--- config.mk ---
export PLATFORM = sky130hd
export DESIGN_NAME = sequence_reorder_buffer
export DESIGN_NICKNAME = d
export VERILOG_FILES = /design/src/rtl/core/sro_pkg.sv /design/src/rtl/core/sequence_reorder_buffer.sv /design/src/rtl/core/sro_ram.sv /design/src/rtl/core/sro_front.sv /design/src/rtl/core/sro_back.sv
export SDC_FILE = /design/constraint.sdc
export NUM_CORES = 2
export LEC_CHECK = 0
export ABC_AREA = 1
export BUFFER_PORTS_ARGS = -buffer_cell sky130_fd_sc_hd__buf_2
export CAP_MARGIN = 20
export CORE_ASPECT_RATIO = 0.8
export CORE_UTILIZATION = 56
export DETAILED_ROUTE_END_ITERATION = 8
export PLACE_DENSITY = 0.76
export REMOVE_ABC_BUFFERS = 1
export SYNTH_ARGS = -nofsm -noshare
export SYNTH_HDL_FRONTEND = slang
export SYNTH_HIERARCHICAL = 1
export SYNTH_SLANG_ARGS = --single-unit
--- constraint.sdc ---
create_clock -name clock -period 5.6 [get_ports clock]
set_input_delay 1.12 -clock clock [delete_from_list [all_inputs] [get_ports clock]]
set_output_delay 1.12 -clock clock [all_outputs]
set_load 0.03 [all_outputs]
--- src/rtl/core/sro_pkg.sv ---
// Shared types, codes and sizes for the sequence reorder buffer.
package sro_pkg;

   localparam int WINDOW_DEFAULT = 16;
   localparam int QUEUE_DEPTH    = 2;

   localparam int TAG_W     = 32;
   localparam int PAYLOAD_W = 32;
   localparam int LENGTH_W  = 16;
   localparam int KIND_W    = 2;
   localparam int ENTRY_W   = PAYLOAD_W + LENGTH_W;

   // request kinds
   localparam logic REQ_ISSUE    = 1'b0;
   localparam logic REQ_COMPLETE = 1'b1;

   // response kinds
   localparam logic [KIND_W-1:0] RSP_GRANT   = 2'd0;
   localparam logic [KIND_W-1:0] RSP_DELIVER = 2'd1;
   localparam logic [KIND_W-1:0] RSP_RANGE   = 2'd2;

   typedef struct packed {
      logic                 kind;
      logic [TAG_W-1:0]     tag;
      logic [PAYLOAD_W-1:0] payload;
      logic [LENGTH_W-1:0]  length;
   } req_word_type;

   typedef struct packed {
      logic [KIND_W-1:0]    out_kind;
      logic [TAG_W-1:0]     tag_res;
      logic [PAYLOAD_W-1:0] payload_res;
      logic [LENGTH_W-1:0]  length_res;
      logic                 last;
   } rsp_word_type;

endpackage

--- src/rtl/core/sequence_reorder_buffer.sv ---
// Top level of the sequence reorder buffer: suspend register, front end and back end.
//
//  channel  ports                                  direction  flow control
//  request  start, busy, req_word                  in         accepted on start && !busy
//  result   rsp_strobe, rsp_word                   out        one-cycle strobe, no stall
//  config   csr_write_enable, csr_write_data       in         written on enable
//
// A tag issue, an out-of-window tag or a slot store passes the back end's IDLE and DECODE
// states. An in-order completion does too, then stays in DRAIN for each buffered word, one
// slot RAM read per cycle. The 2-entry request queue raises busy when full.
// Reset clears tag counters, slot valid bits, the queue and suspend; slot RAM is not cleared.
// The receiver cannot stall: rsp_strobe marks each result word on rsp_word for a single cycle.
module sequence_reorder_buffer #(
   parameter int WINDOW = sro_pkg::WINDOW_DEFAULT
) (
   input  logic                  clock,
   input  logic                  reset,
   input  logic                  start,
   output logic                  busy,
   input  sro_pkg::req_word_type req_word,
   output logic                  rsp_strobe,
   output sro_pkg::rsp_word_type rsp_word,
   input  logic                  csr_write_enable,
   input  logic                  csr_write_data
);

   logic                  suspend_ff, suspend_in;
   logic                  head_valid;
   sro_pkg::req_word_type head;
   logic                  pop;

   assign suspend_in = csr_write_enable ? csr_write_data : suspend_ff;

   always_ff @(posedge clock) begin
      if (reset) begin
         suspend_ff <= 1'b0;
      end else begin
         suspend_ff <= suspend_in;
      end
   end

   sro_front u_front (
      .clock      (clock),
      .reset      (reset),
      .start      (start),
      .busy       (busy),
      .req_word   (req_word),
      .head_valid (head_valid),
      .head       (head),
      .pop        (pop)
   );

   sro_back #(
      .WINDOW (WINDOW)
   ) u_back (
      .clock      (clock),
      .reset      (reset),
      .suspend    (suspend_ff),
      .head_valid (head_valid),
      .head       (head),
      .pop        (pop),
      .rsp_strobe (rsp_strobe),
      .rsp_word   (rsp_word)
   );

endmodule

--- src/rtl/core/sro_ram.sv ---
// Generic single-write, single-read RAM with registered read data.
module sro_ram #(
   parameter int WIDTH = 8,
   parameter int DEPTH = 16
) (
   input  logic                     clock,
   input  logic                     wr_en,
   input  logic [$clog2(DEPTH)-1:0] wr_addr,
   input  logic [WIDTH-1:0]         wr_data,
   input  logic                     rd_en,
   input  logic [$clog2(DEPTH)-1:0] rd_addr,
   output logic [WIDTH-1:0]         rd_data
);

   logic [WIDTH-1:0] mem_ff [DEPTH];
   logic [WIDTH-1:0] rd_data_ff;

   always_ff @(posedge clock) begin
      if (wr_en) begin
         mem_ff[wr_addr] <= wr_data;
      end
      if (rd_en) begin
         rd_data_ff <= mem_ff[rd_addr];
      end
   end

   assign rd_data = rd_data_ff;

endmodule

--- src/rtl/core/sro_front.sv ---
// Front end: request acceptance, zero-length filtering and the request queue.
module sro_front (
   input  logic                  clock,
   input  logic                  reset,
   input  logic                  start,
   output logic                  busy,
   input  sro_pkg::req_word_type req_word,
   output logic                  head_valid,
   output sro_pkg::req_word_type head,
   input  logic                  pop
);

   localparam int PTR_W = $clog2(sro_pkg::QUEUE_DEPTH);
   localparam int CNT_W = $clog2(sro_pkg::QUEUE_DEPTH + 1);

   sro_pkg::req_word_type entry_ff [sro_pkg::QUEUE_DEPTH];
   logic [PTR_W-1:0] rd_ptr_ff, rd_ptr_in;
   logic [PTR_W-1:0] wr_ptr_ff, wr_ptr_in;
   logic [CNT_W-1:0] count_ff, count_in;
   logic             accept;
   logic             push;
   logic             do_pop;

   assign busy       = (count_ff == CNT_W'(sro_pkg::QUEUE_DEPTH));
   assign accept     = start && !busy;
   assign push       = accept && !(req_word.kind == sro_pkg::REQ_COMPLETE &&
                                   req_word.length == '0);
   assign head_valid = (count_ff != '0);
   assign head       = entry_ff[rd_ptr_ff];
   assign do_pop     = pop && head_valid;

   function automatic logic [PTR_W-1:0] ptr_next(input logic [PTR_W-1:0] p);
      logic [PTR_W-1:0] r;
      if (p == PTR_W'(sro_pkg::QUEUE_DEPTH - 1)) begin
         r = '0;
      end else begin
         r = p + PTR_W'(1);
      end
      return r;
   endfunction

   always_comb begin
      rd_ptr_in = do_pop ? ptr_next(rd_ptr_ff) : rd_ptr_ff;
      wr_ptr_in = push ? ptr_next(wr_ptr_ff) : wr_ptr_ff;
      count_in  = count_ff;
      if (push && !do_pop) begin
         count_in = count_ff + CNT_W'(1);
      end else if (!push && do_pop) begin
         count_in = count_ff - CNT_W'(1);
      end
   end

   always_ff @(posedge clock) begin
      if (reset) begin
         rd_ptr_ff <= '0;
         wr_ptr_ff <= '0;
         count_ff  <= '0;
      end else begin
         rd_ptr_ff <= rd_ptr_in;
         wr_ptr_ff <= wr_ptr_in;
         count_ff  <= count_in;
      end
   end

   always_ff @(posedge clock) begin
      if (push) begin
         entry_ff[wr_ptr_ff] <= req_word;
      end
   end

endmodule

--- src/rtl/core/sro_back.sv ---
// Back end: tag issue, window check, slot store and in-order drain.
module sro_back #(
   parameter int WINDOW = sro_pkg::WINDOW_DEFAULT
) (
   input  logic                  clock,
   input  logic                  reset,
   input  logic                  suspend,
   input  logic                  head_valid,
   input  sro_pkg::req_word_type head,
   output logic                  pop,
   output logic                  rsp_strobe,
   output sro_pkg::rsp_word_type rsp_word
);

   localparam int SLOT_W = $clog2(WINDOW);
   localparam int CNT_W  = $clog2(WINDOW + 1);
   localparam int TAG_W  = sro_pkg::TAG_W;
   localparam logic [SLOT_W:0] WIN_WIDE = (SLOT_W + 1)'(WINDOW);

   typedef enum logic [2:0] {
      ST_IDLE   = 3'b001,
      ST_DECODE = 3'b010,
      ST_DRAIN  = 3'b100
   } state_type;

   state_type             state_ff, state_in;
   sro_pkg::req_word_type op_ff, op_in;
   logic                  win_ff, win_in;
   logic                  zero_ff, zero_in;
   logic                  wrap_ff, wrap_in;
   logic [SLOT_W-1:0]     dist_ff, dist_in;
   logic [TAG_W-1:0]      ne_ff, ne_in;
   logic [SLOT_W-1:0]     ne_slot_ff, ne_slot_in;
   logic [TAG_W-1:0]      issue_ff, issue_in;
   logic [WINDOW-1:0]     valid_ff, valid_in;
   logic [CNT_W-1:0]      cnt_ff, cnt_in;
   logic                  rsp_strobe_ff, rsp_strobe_in;
   sro_pkg::rsp_word_type rsp_word_ff, rsp_word_in;

   logic [TAG_W-1:0]             dist_full;
   logic [SLOT_W:0]              slot_sum;
   logic [SLOT_W-1:0]            store_slot;
   logic [SLOT_W-1:0]            nslot;
   logic                         next_valid;
   logic                         emit;
   logic                         ram_wr_en;
   logic                         ram_rd_en;
   logic [SLOT_W-1:0]            ram_rd_addr;
   logic [sro_pkg::ENTRY_W-1:0]  ram_rd_data;

   sro_ram #(
      .WIDTH (sro_pkg::ENTRY_W),
      .DEPTH (WINDOW)
   ) u_slot_ram (
      .clock   (clock),
      .wr_en   (ram_wr_en),
      .wr_addr (store_slot),
      .wr_data ({op_ff.payload, op_ff.length}),
      .rd_en   (ram_rd_en),
      .rd_addr (ram_rd_addr),
      .rd_data (ram_rd_data)
   );

   assign dist_full = head.tag - ne_ff;
   assign slot_sum  = {1'b0, ne_slot_ff} + {1'b0, dist_ff};

   always_comb begin
      if (wrap_ff) begin
         store_slot = op_ff.tag[SLOT_W-1:0];
      end else if (slot_sum >= WIN_WIDE) begin
         store_slot = SLOT_W'(slot_sum - WIN_WIDE);
      end else begin
         store_slot = slot_sum[SLOT_W-1:0];
      end
   end

   // slot of next_expected + 1, restarting at zero past the window end or on a tag counter wrap
   always_comb begin
      if (&ne_ff) begin
         nslot = '0;
      end else if (ne_slot_ff == SLOT_W'(WINDOW - 1)) begin
         nslot = '0;
      end else begin
         nslot = ne_slot_ff + SLOT_W'(1);
      end
   end

   always_comb begin
      state_in      = state_ff;
      op_in         = op_ff;
      win_in        = win_ff;
      zero_in       = zero_ff;
      wrap_in       = wrap_ff;
      dist_in       = dist_ff;
      ne_in         = ne_ff;
      ne_slot_in    = ne_slot_ff;
      issue_in      = issue_ff;
      valid_in      = valid_ff;
      cnt_in        = cnt_ff;
      rsp_strobe_in = 1'b0;
      rsp_word_in   = rsp_word_ff;
      pop           = 1'b0;
      ram_wr_en     = 1'b0;
      ram_rd_en     = 1'b0;
      ram_rd_addr   = nslot;
      next_valid    = 1'b0;
      emit          = 1'b0;

      case (state_ff)
         ST_IDLE: begin
            if (head_valid) begin
               pop      = 1'b1;
               op_in    = head;
               win_in   = (dist_full < TAG_W'(WINDOW));
               zero_in  = (dist_full == '0);
               wrap_in  = (head.tag < ne_ff);
               dist_in  = dist_full[SLOT_W-1:0];
               state_in = ST_DECODE;
            end
         end
         ST_DECODE: begin
            state_in = ST_IDLE;
            if (op_ff.kind == sro_pkg::REQ_ISSUE) begin
               rsp_strobe_in = 1'b1;
               rsp_word_in   = '{out_kind: sro_pkg::RSP_GRANT, tag_res: issue_ff,
                                 payload_res: '0, length_res: '0, last: 1'b1};
               issue_in      = issue_ff + TAG_W'(1);
            end else if (!win_ff) begin
               rsp_strobe_in = 1'b1;
               rsp_word_in   = '{out_kind: sro_pkg::RSP_RANGE, tag_res: op_ff.tag,
                                 payload_res: '0, length_res: '0, last: 1'b1};
            end else if (!zero_ff) begin
               ram_wr_en            = 1'b1;
               valid_in[store_slot] = 1'b1;
            end else begin
               next_valid    = valid_ff[nslot];
               rsp_strobe_in = !suspend;
               rsp_word_in   = '{out_kind: sro_pkg::RSP_DELIVER, tag_res: op_ff.tag,
                                 payload_res: op_ff.payload, length_res: op_ff.length,
                                 last: !next_valid};
               cnt_in        = suspend ? '0 : CNT_W'(1);
               ne_in         = ne_ff + TAG_W'(1);
               ne_slot_in    = nslot;
               if (next_valid) begin
                  ram_rd_en = 1'b1;
                  state_in  = ST_DRAIN;
               end
            end
         end
         ST_DRAIN: begin
            next_valid    = valid_ff[nslot] && (nslot != ne_slot_ff);
            emit          = !suspend && (cnt_ff < CNT_W'(WINDOW));
            rsp_strobe_in = emit;
            rsp_word_in   = '{out_kind: sro_pkg::RSP_DELIVER, tag_res: ne_ff,
                              payload_res: ram_rd_data[sro_pkg::ENTRY_W-1:sro_pkg::LENGTH_W],
                              length_res: ram_rd_data[sro_pkg::LENGTH_W-1:0],
                              last: !next_valid || (cnt_ff == CNT_W'(WINDOW - 1))};
            if (emit) begin
               cnt_in = cnt_ff + CNT_W'(1);
            end
            valid_in[ne_slot_ff] = 1'b0;
            ne_in                = ne_ff + TAG_W'(1);
            ne_slot_in           = nslot;
            if (next_valid) begin
               ram_rd_en = 1'b1;
            end else begin
               state_in = ST_IDLE;
            end
         end
         default: begin
            state_in = ST_IDLE;
         end
      endcase
   end

   always_ff @(posedge clock) begin
      if (reset) begin
         state_ff      <= ST_IDLE;
         ne_ff         <= '0;
         ne_slot_ff    <= '0;
         issue_ff      <= '0;
         valid_ff      <= '0;
         cnt_ff        <= '0;
         rsp_strobe_ff <= 1'b0;
      end else begin
         state_ff      <= state_in;
         ne_ff         <= ne_in;
         ne_slot_ff    <= ne_slot_in;
         issue_ff      <= issue_in;
         valid_ff      <= valid_in;
         cnt_ff        <= cnt_in;
         rsp_strobe_ff <= rsp_strobe_in;
      end
   end

   always_ff @(posedge clock) begin
      op_ff       <= op_in;
      win_ff      <= win_in;
      zero_ff     <= zero_in;
      wrap_ff     <= wrap_in;
      dist_ff     <= dist_in;
      rsp_word_ff <= rsp_word_in;
   end

   assign rsp_strobe = rsp_strobe_ff;
   assign rsp_word   = rsp_word_ff;

endmodule

# Word-level counts from Yosys, hierarchy flattened
# Memory sizes are Yosys's and may differ from the RTL's. A register that Yosys moved wholly into a read port is not among the register bits.
# Cells that the tools add are included.
op_classes:
  add_sub_neg: 11
  order_cmp: 9
  n_eq_ne: 15
  n_mux: 65
  bitwise: 4
  reduce_logical: 31
op_table:
  columns: ["op", "count"]
  rows:
  - ["two-way mux 83 bit", 3]
  - ["one-hot mux 83 bit (2 select lines)", 1]
  - ["two-way mux 32 bit", 3]
  - ["adder 32 x 1 -> 32 bit, second input constant", 2]
  - ["one-hot mux 32 bit (2 select lines)", 1]
  - ["two-way mux 16 bit", 3]
  - ["zero test 32 bit", 1]
  - ["< comparator 32 bit", 1]
  - ["< comparator 32 x 5 -> 1 bit, second input constant", 1]
  - ["one-hot mux 16 bit (2 select lines)", 1]
  - ["AND reduction 32 bit", 1]
  - ["subtractor 32 bit", 1]
  - ["two-way mux 4 bit", 7]
  - ["two-way mux 1 bit", 26]
  - ["two-way mux 5 bit", 4]
  - ["two-way mux 3 bit", 6]
  - ["AND 16 bit", 1]
  - ["zero test 16 bit", 1]
  - ["inverter 16 bit", 1]
  - ["bitwise OR 16 bit", 1]
  - ["< comparator 4 x 5 -> 1 bit, second input constant", 3]
  - ["logical AND 1 bit", 10]
  - ["one-hot mux 5 bit (2 select lines)", 1]
  - ["one-hot mux 3 bit (3 select lines)", 1]
  - ["other kinds (32)", 54]
word_totals:
  register_bits: 269
  mem_bits_rw: 930
  in_bits: 86
  output_inout_bits: 85
  n_memories: 2
mem_list:
  columns: ["name", "depth", "word_bits", "read_ports", "rd_ports_with_merged_regs", "write_ports", "line", "source"]
  rows:
  - ["u_back.u_slot_ram.mem_ff", 16, 48, 1, 1, 1, "sro_ram.sv:15", "logic [WIDTH-1:0] mem_ff [DEPTH];"]
  - ["u_front.entry_ff", 2, 81, 1, 1, 1, "sro_front.sv:16", "sro_pkg::req_word_type entry_ff [sro_pkg::QUEUE_DEPTH];"]

# Logic depth before layout (Yosys ltp)
logic_depth:
  depth_word: 13
  depth_mapped: 22

# By module
# The synthesis kept the hierarchy.
by_module_without_submodules:
  columns: ["module", "n_inst", "cells_per_inst", "area_each_um2"]
  rows:
  - ["sro_ram", 1, 3167, 34304.2]
  - ["sro_back", 1, 1781, 14276.2]
  - ["sro_front", 1, 298, 6174.7]
  - ["sequence_reorder_buffer", 1, 7, 45.0]

# Worst setup path before layout
# OpenSTA, ideal clock, no wires.
synth_timing:
  path_kind: "register -> register"
  start: "reg u_back.state_ff[0]"
  end: "reg u_front.count_ff[1]"
  arrival_ns: 5.741
  path_slack_ns: -0.263
  stages_incl_launch_ff: 11
  path_buffers: 0
  path_cell_list: "dfxtp_1 inv_1 nor2_1 nand2_1 nor2_1 nand2_1 ha_1 a21oi_1 o21ai_0 o21ai_0 a21oi_1"
synth_between:
  elab_chain_len: 6
  elab_cells_between_ends: 8
  cone_classes: "eq/ne: 1; mux: 2; reduce/logical: 5"
synth_lines:
  columns: ["element", "line", "source"]
  rows:
  - ["from (decl)", "sro_back.sv:26", "state_type state_ff, state_in;"]
  - ["from (signal assigned)", "sro_back.sv:186", "state_ff <= state_in;"]
  - ["equality test 3 x 1 -> 1 bit (*)", "sro_back.sv:109", "case (state_ff)"]
  - ["two-way mux 1 bit (*)", "sro_back.sv:109", null]
  - ["via pop", "sequence_reorder_buffer.sv:30", "logic pop;"]
  - ["logical AND 1 bit (*)", "sro_front.sv:30", "assign do_pop = pop && head_valid;"]
  - ["zero test 1 bit", "sro_front.sv:46", "if (push && !do_pop) begin"]
  - ["logical AND 1 bit", "sro_front.sv:46", null]
  - ["two-way mux 2 bit / nonzero test 2 bit (equally long branches)", null, null]
  - ["to (signal assigned)", "sro_front.sv:61", "count_ff <= count_in;"]
  - ["to (decl)", "sro_front.sv:19", "logic [CNT_W-1:0] count_ff, count_in;"]
# Mark *: on every way through the listed nets, which the timed path passes. The rest lies on a longest branch.
# A chain may end at the register's enable or synchronous reset.

# Worst setup path in the final report
layout_timing:
  start: "reg u_back.ne_ff[0]"
  end: "reg u_back.u_slot_ram.rd_data_ff[25] (netlist: u_back/u_slot_ram/rd_data[25]), read port of u_back.u_slot_ram.mem_ff (data pin)"
layout_between:
  elab_chain_len: 9
  elab_cells_between_ends: 12
  cone_classes: "eq/ne: 1; mux: 9; reduce/logical: 2"
layout_lines:
  columns: ["element", "line", "source"]
  rows:
  - ["from (decl)", "sro_back.sv:32", "logic [TAG_W-1:0] ne_ff, ne_in;"]
  - ["from (signal assigned)", "sro_back.sv:187", "ne_ff <= ne_in;"]
  - ["AND reduction 32 bit (*)", "sro_back.sv:79", "if (&ne_ff) begin"]
  - ["two-way mux 4 bit (*)", "sro_back.sv:79", null]
  - ["binary-select mux 1 bit (select 4 bit)", "sro_back.sv:136, sro_back.sv:151", null]
  - ["two-way mux 1 bit (implied by the code)", "sro_back.sv:136, sro_back.sv:151", null]
  - ["two-way mux 1 bit", "sro_back.sv:144", "if (next_valid) begin"]
  - ["two-way mux 1 bit", "sro_back.sv:132", "end else if (!zero_ff) begin"]
  - ["two-way mux 1 bit", "sro_back.sv:128", "end else if (!win_ff) begin"]
  - ["two-way mux 1 bit", "sro_back.sv:123", "if (op_ff.kind == sro_pkg::REQ_ISSUE) begin"]
  - ["one-hot mux 1 bit (2 select lines)", "sro_back.sv:109", null]
  - ["to (decl)", "sro_ram.sv:16", "logic [WIDTH-1:0] rd_data_ff;"]
# Every way passes the cells marked *; elsewhere a longest branch is shown, timed or not. The select of a mux whose other input is x is not followed.

==> results.toml <==
[yosys]
syn-cell-area_um2 = 54800
synth_seq_area_share_pct = 66.58
syn_avg_cell_area_um2 = 10.43
synthCells = 5253
synth_area_leaders = "edfxtp_1 (63%), nand2_1 (10%), nand3_1 (6.1%)"
ys_ff_latch = 1248
synth.largest_area_cell = "edfxtp_1"
async_reset_ff_share_pct = 0
ys_types = 51
yosysWarnings = 6
synth_top_area_share_pct = 62.96
synth_edf_count = 1149
yosys_most_used_dff = "edfxtp_1"

[global_routing]
grt_pass1_vias = 35673
grt_pass1_wl_um = 209700
grt_max_degree = 187
antenna_found_initial = 7
grtUsageTotal_pct = 28.29
overflow = 0

[sta]
tightest_slew_ns = 1.134
holdWs_ns = 0.4806
rsz0062_at_grt = "false"
period_needed_ns = 4.111
finalCritPeriodShare_pct = 73.42
maxSlewViolCount = 0
setup_viol = 0
fmax_ghz = 0.2432
slew_headroom_pct = 24.43
setup_tns_ns = 0
hold_violations = 0
fin_skew_ns = 0.03359

[clock_tree]
clk_path_buf_depth = 3
cts_made_buffers = 117
cts.repair.resized = 0
clkTransAtPathRegs_ns = 0.07
cts_tree = "built"
clock-sinks = 1248
postCtsSetupBuffers = 0
cts_max_level = 3
ctsHoldBuffers = 0
root_buffer = "clkbuf_16"
clock_latency_ns = 0.73

[routing]
antenna_left = 0
drt_iter0_markers = 4564
wl_per_cell_um = 20.70
first_pass_iters = 6
drcViolationCount = 0
via_per_inst = 5.600
totalWireLength_um = 140600
vias = 38024

[layout]
fillCellCount = 7391
drive_above_1_share_pct = 10.26
finalInstanceArea_um2 = 60880
syn_to_final_growth_pct = 11.10
finalNetCount = 5523

[placement]
hpwl_um = 78730
placed_cell_area_um2 = 57010
port_buffers = 170
routabilityCongestion = 0.9574

[critical_path]
crit_path_start_kind = "register"
cp_max_fo = 158
cp.required_ns = 6.07
worstSetupPathType = "register to register"
cp_data_arrival_time_ns = 4.58
crit_path_end_kind = "register"

[floorplanning]
io_pins = 171
die_w_um = 351.7
num_rows = 102
initial_core_util_pct = 56.57
die_h_um = 281.8
dieArea_um2 = 99120
core_um2 = 96870

[pwr]
design_power_total_w = 0.02544
vdd_drop_max_mv = 0.3792
power.density_nw_per_um2 = 417.9
p_leak_nw = 24.71

[hold_path]
hold_path.class = "register to register"

[outcome]
status = "finished, final reports clean"

[job]
cap_violations = 0
[worst paths after layout]
path                                        end  slack, ns  cells past startpoint           startpoint
setup reg to reg  u_back/u_slot_ram/rd_data[25]       1.49                     16      u_back/ne_ff[0]
setup / recovery  u_back/u_slot_ram/rd_data[25]       1.49                     16      u_back/ne_ff[0]
hold reg to reg             u_back/valid_ff[10]       0.48                      2  u_back/valid_ff[10]
hold / removal              u_back/valid_ff[10]       0.48                      2  u_back/valid_ff[10]
[worst max-delay path: stages (launching register included)]
cell and delay, ns:
dfxtp_1 0.33, ha_1 0.21, nand2_1 0.08, nor2_1 0.07, nand2_1 0.11, nor2_2 0.05, nand2_2 0.22, nand2_4 0.18
inv_8 0.56, clkinv_8 0.77, buf_4 0.52, nand2_1 0.11, nand2_1 0.05, nand2_1 0.07, nand3_1 0.08, nand3_1 0.11
nand2_1 0.08
[per-layer routing]
layer	track usage [%]	wire (um)
met4	10.45	5314
met3	5.634	15810
met2	43.33	63490
met1	40.20	55890
met5	0	54
[report_power, final]
part	internal (W)	switching (W)
registers	0.0120	0.00102
clock network	0.00457	0.00345
logic	0.00129	0.00313
total	0.0178	0.00760
[logic make-up (layout without fill, tap and decap cells)]
kind of cell / count (synthesis) / count (layout) / share of synthesized area, %
muxes: 81 / 81 / 1.664
adders and majority gates: 46 / 46 / 1.078
AOI/OAI and AO/OA: 275 / 275 / 2.722
and+or+nand+nor: 2479 / 2479 / 19.41
DFF: 1248 / 1248 / 66.58
xor gates and xnor gates: 28 / 28 / 0.4475
buffers and inverters: 1096 / 1332 / 8.099
other: 0 / 1 / 0
[layout by cell type, fill, tap and decap left out, drive strengths merged, types with 3 or more instances in the layout]
cell,count
nand2,1525
edfxtp,1149
inv,889
nand3,675
buf,227
nor2,163
clkbuf,143
o21ai,137
dfxtp,99
a21oi,91
mux2,81
nor3,60
clkinv,58
ha,44
o211ai,26
nand4,21
xor2,17
bufinv,14
xnor2,11
nor4,11
a31oi,8
nor3b,8
and2,7
nand3b,5
a211oi,3
o31ai,3
[area by class of cell]
type	instances	area [um2]	share of cell area [%]
Sequential cell	1248	36490	59.93
Multi-Input combinational cell	2909	14040	23.07
Inverter	888	3368	5.532
Tap cell	1300	1627	2.672
Timing Repair Buffer	227	1479	2.429
Clock inverter	74	784.5	1.289
Clock buffer	143	3088	5.072
Antenna cell	1	2.502	0.004110
[synth_stat cells, types with 17 or more instances]
cell and n:
edfxtp_1 1149, ha_1 44, buf_4 23, nand4_1 21, a21oi_1 90, nand2_1 1512
nor3_1 52, mux2_2 81, nor2_1 150, nand3_1 665, clkbuf_1 57, buf_2 104
o21ai_0 130, inv_1 876, o211ai_1 26, xor2_1 17, dfxtp_1 99
[through the flow]
stage / setup slack, ns / cells / utilization, %
after floorplan: -6.327 / 5045 / -
after global placement: 1.730 / 6572 / 58.85
after detailed placement: 1.690 / 6572 / 58.85
after CTS: 1.630 / 6789 / 62.85
after global routing: 1.353 / 6790 / 62.85
final: 1.489 / 6790 / 62.85
[state kept, by name, indices dropped and copies added, names as in the netlist, 2 cells and up, named ones only]
register / count
u_back/u_slot_ram/rd_data: 48
u_front/count_ff: 2
u_back/state_ff: 3
u_front/entry_ff: 162
u_back/ne_slot_ff: 4
u_back/op_ff: 81
u_back/ne_ff: 32
u_back/issue_ff: 32
u_back/cnt_ff: 5
u_back/u_slot_ram/mem_ff: 768
u_back/valid_ff: 16
u_back/rsp_word: 83
u_back/dist_ff: 4
Note: power is estimated with default switching activity, not from simulation.
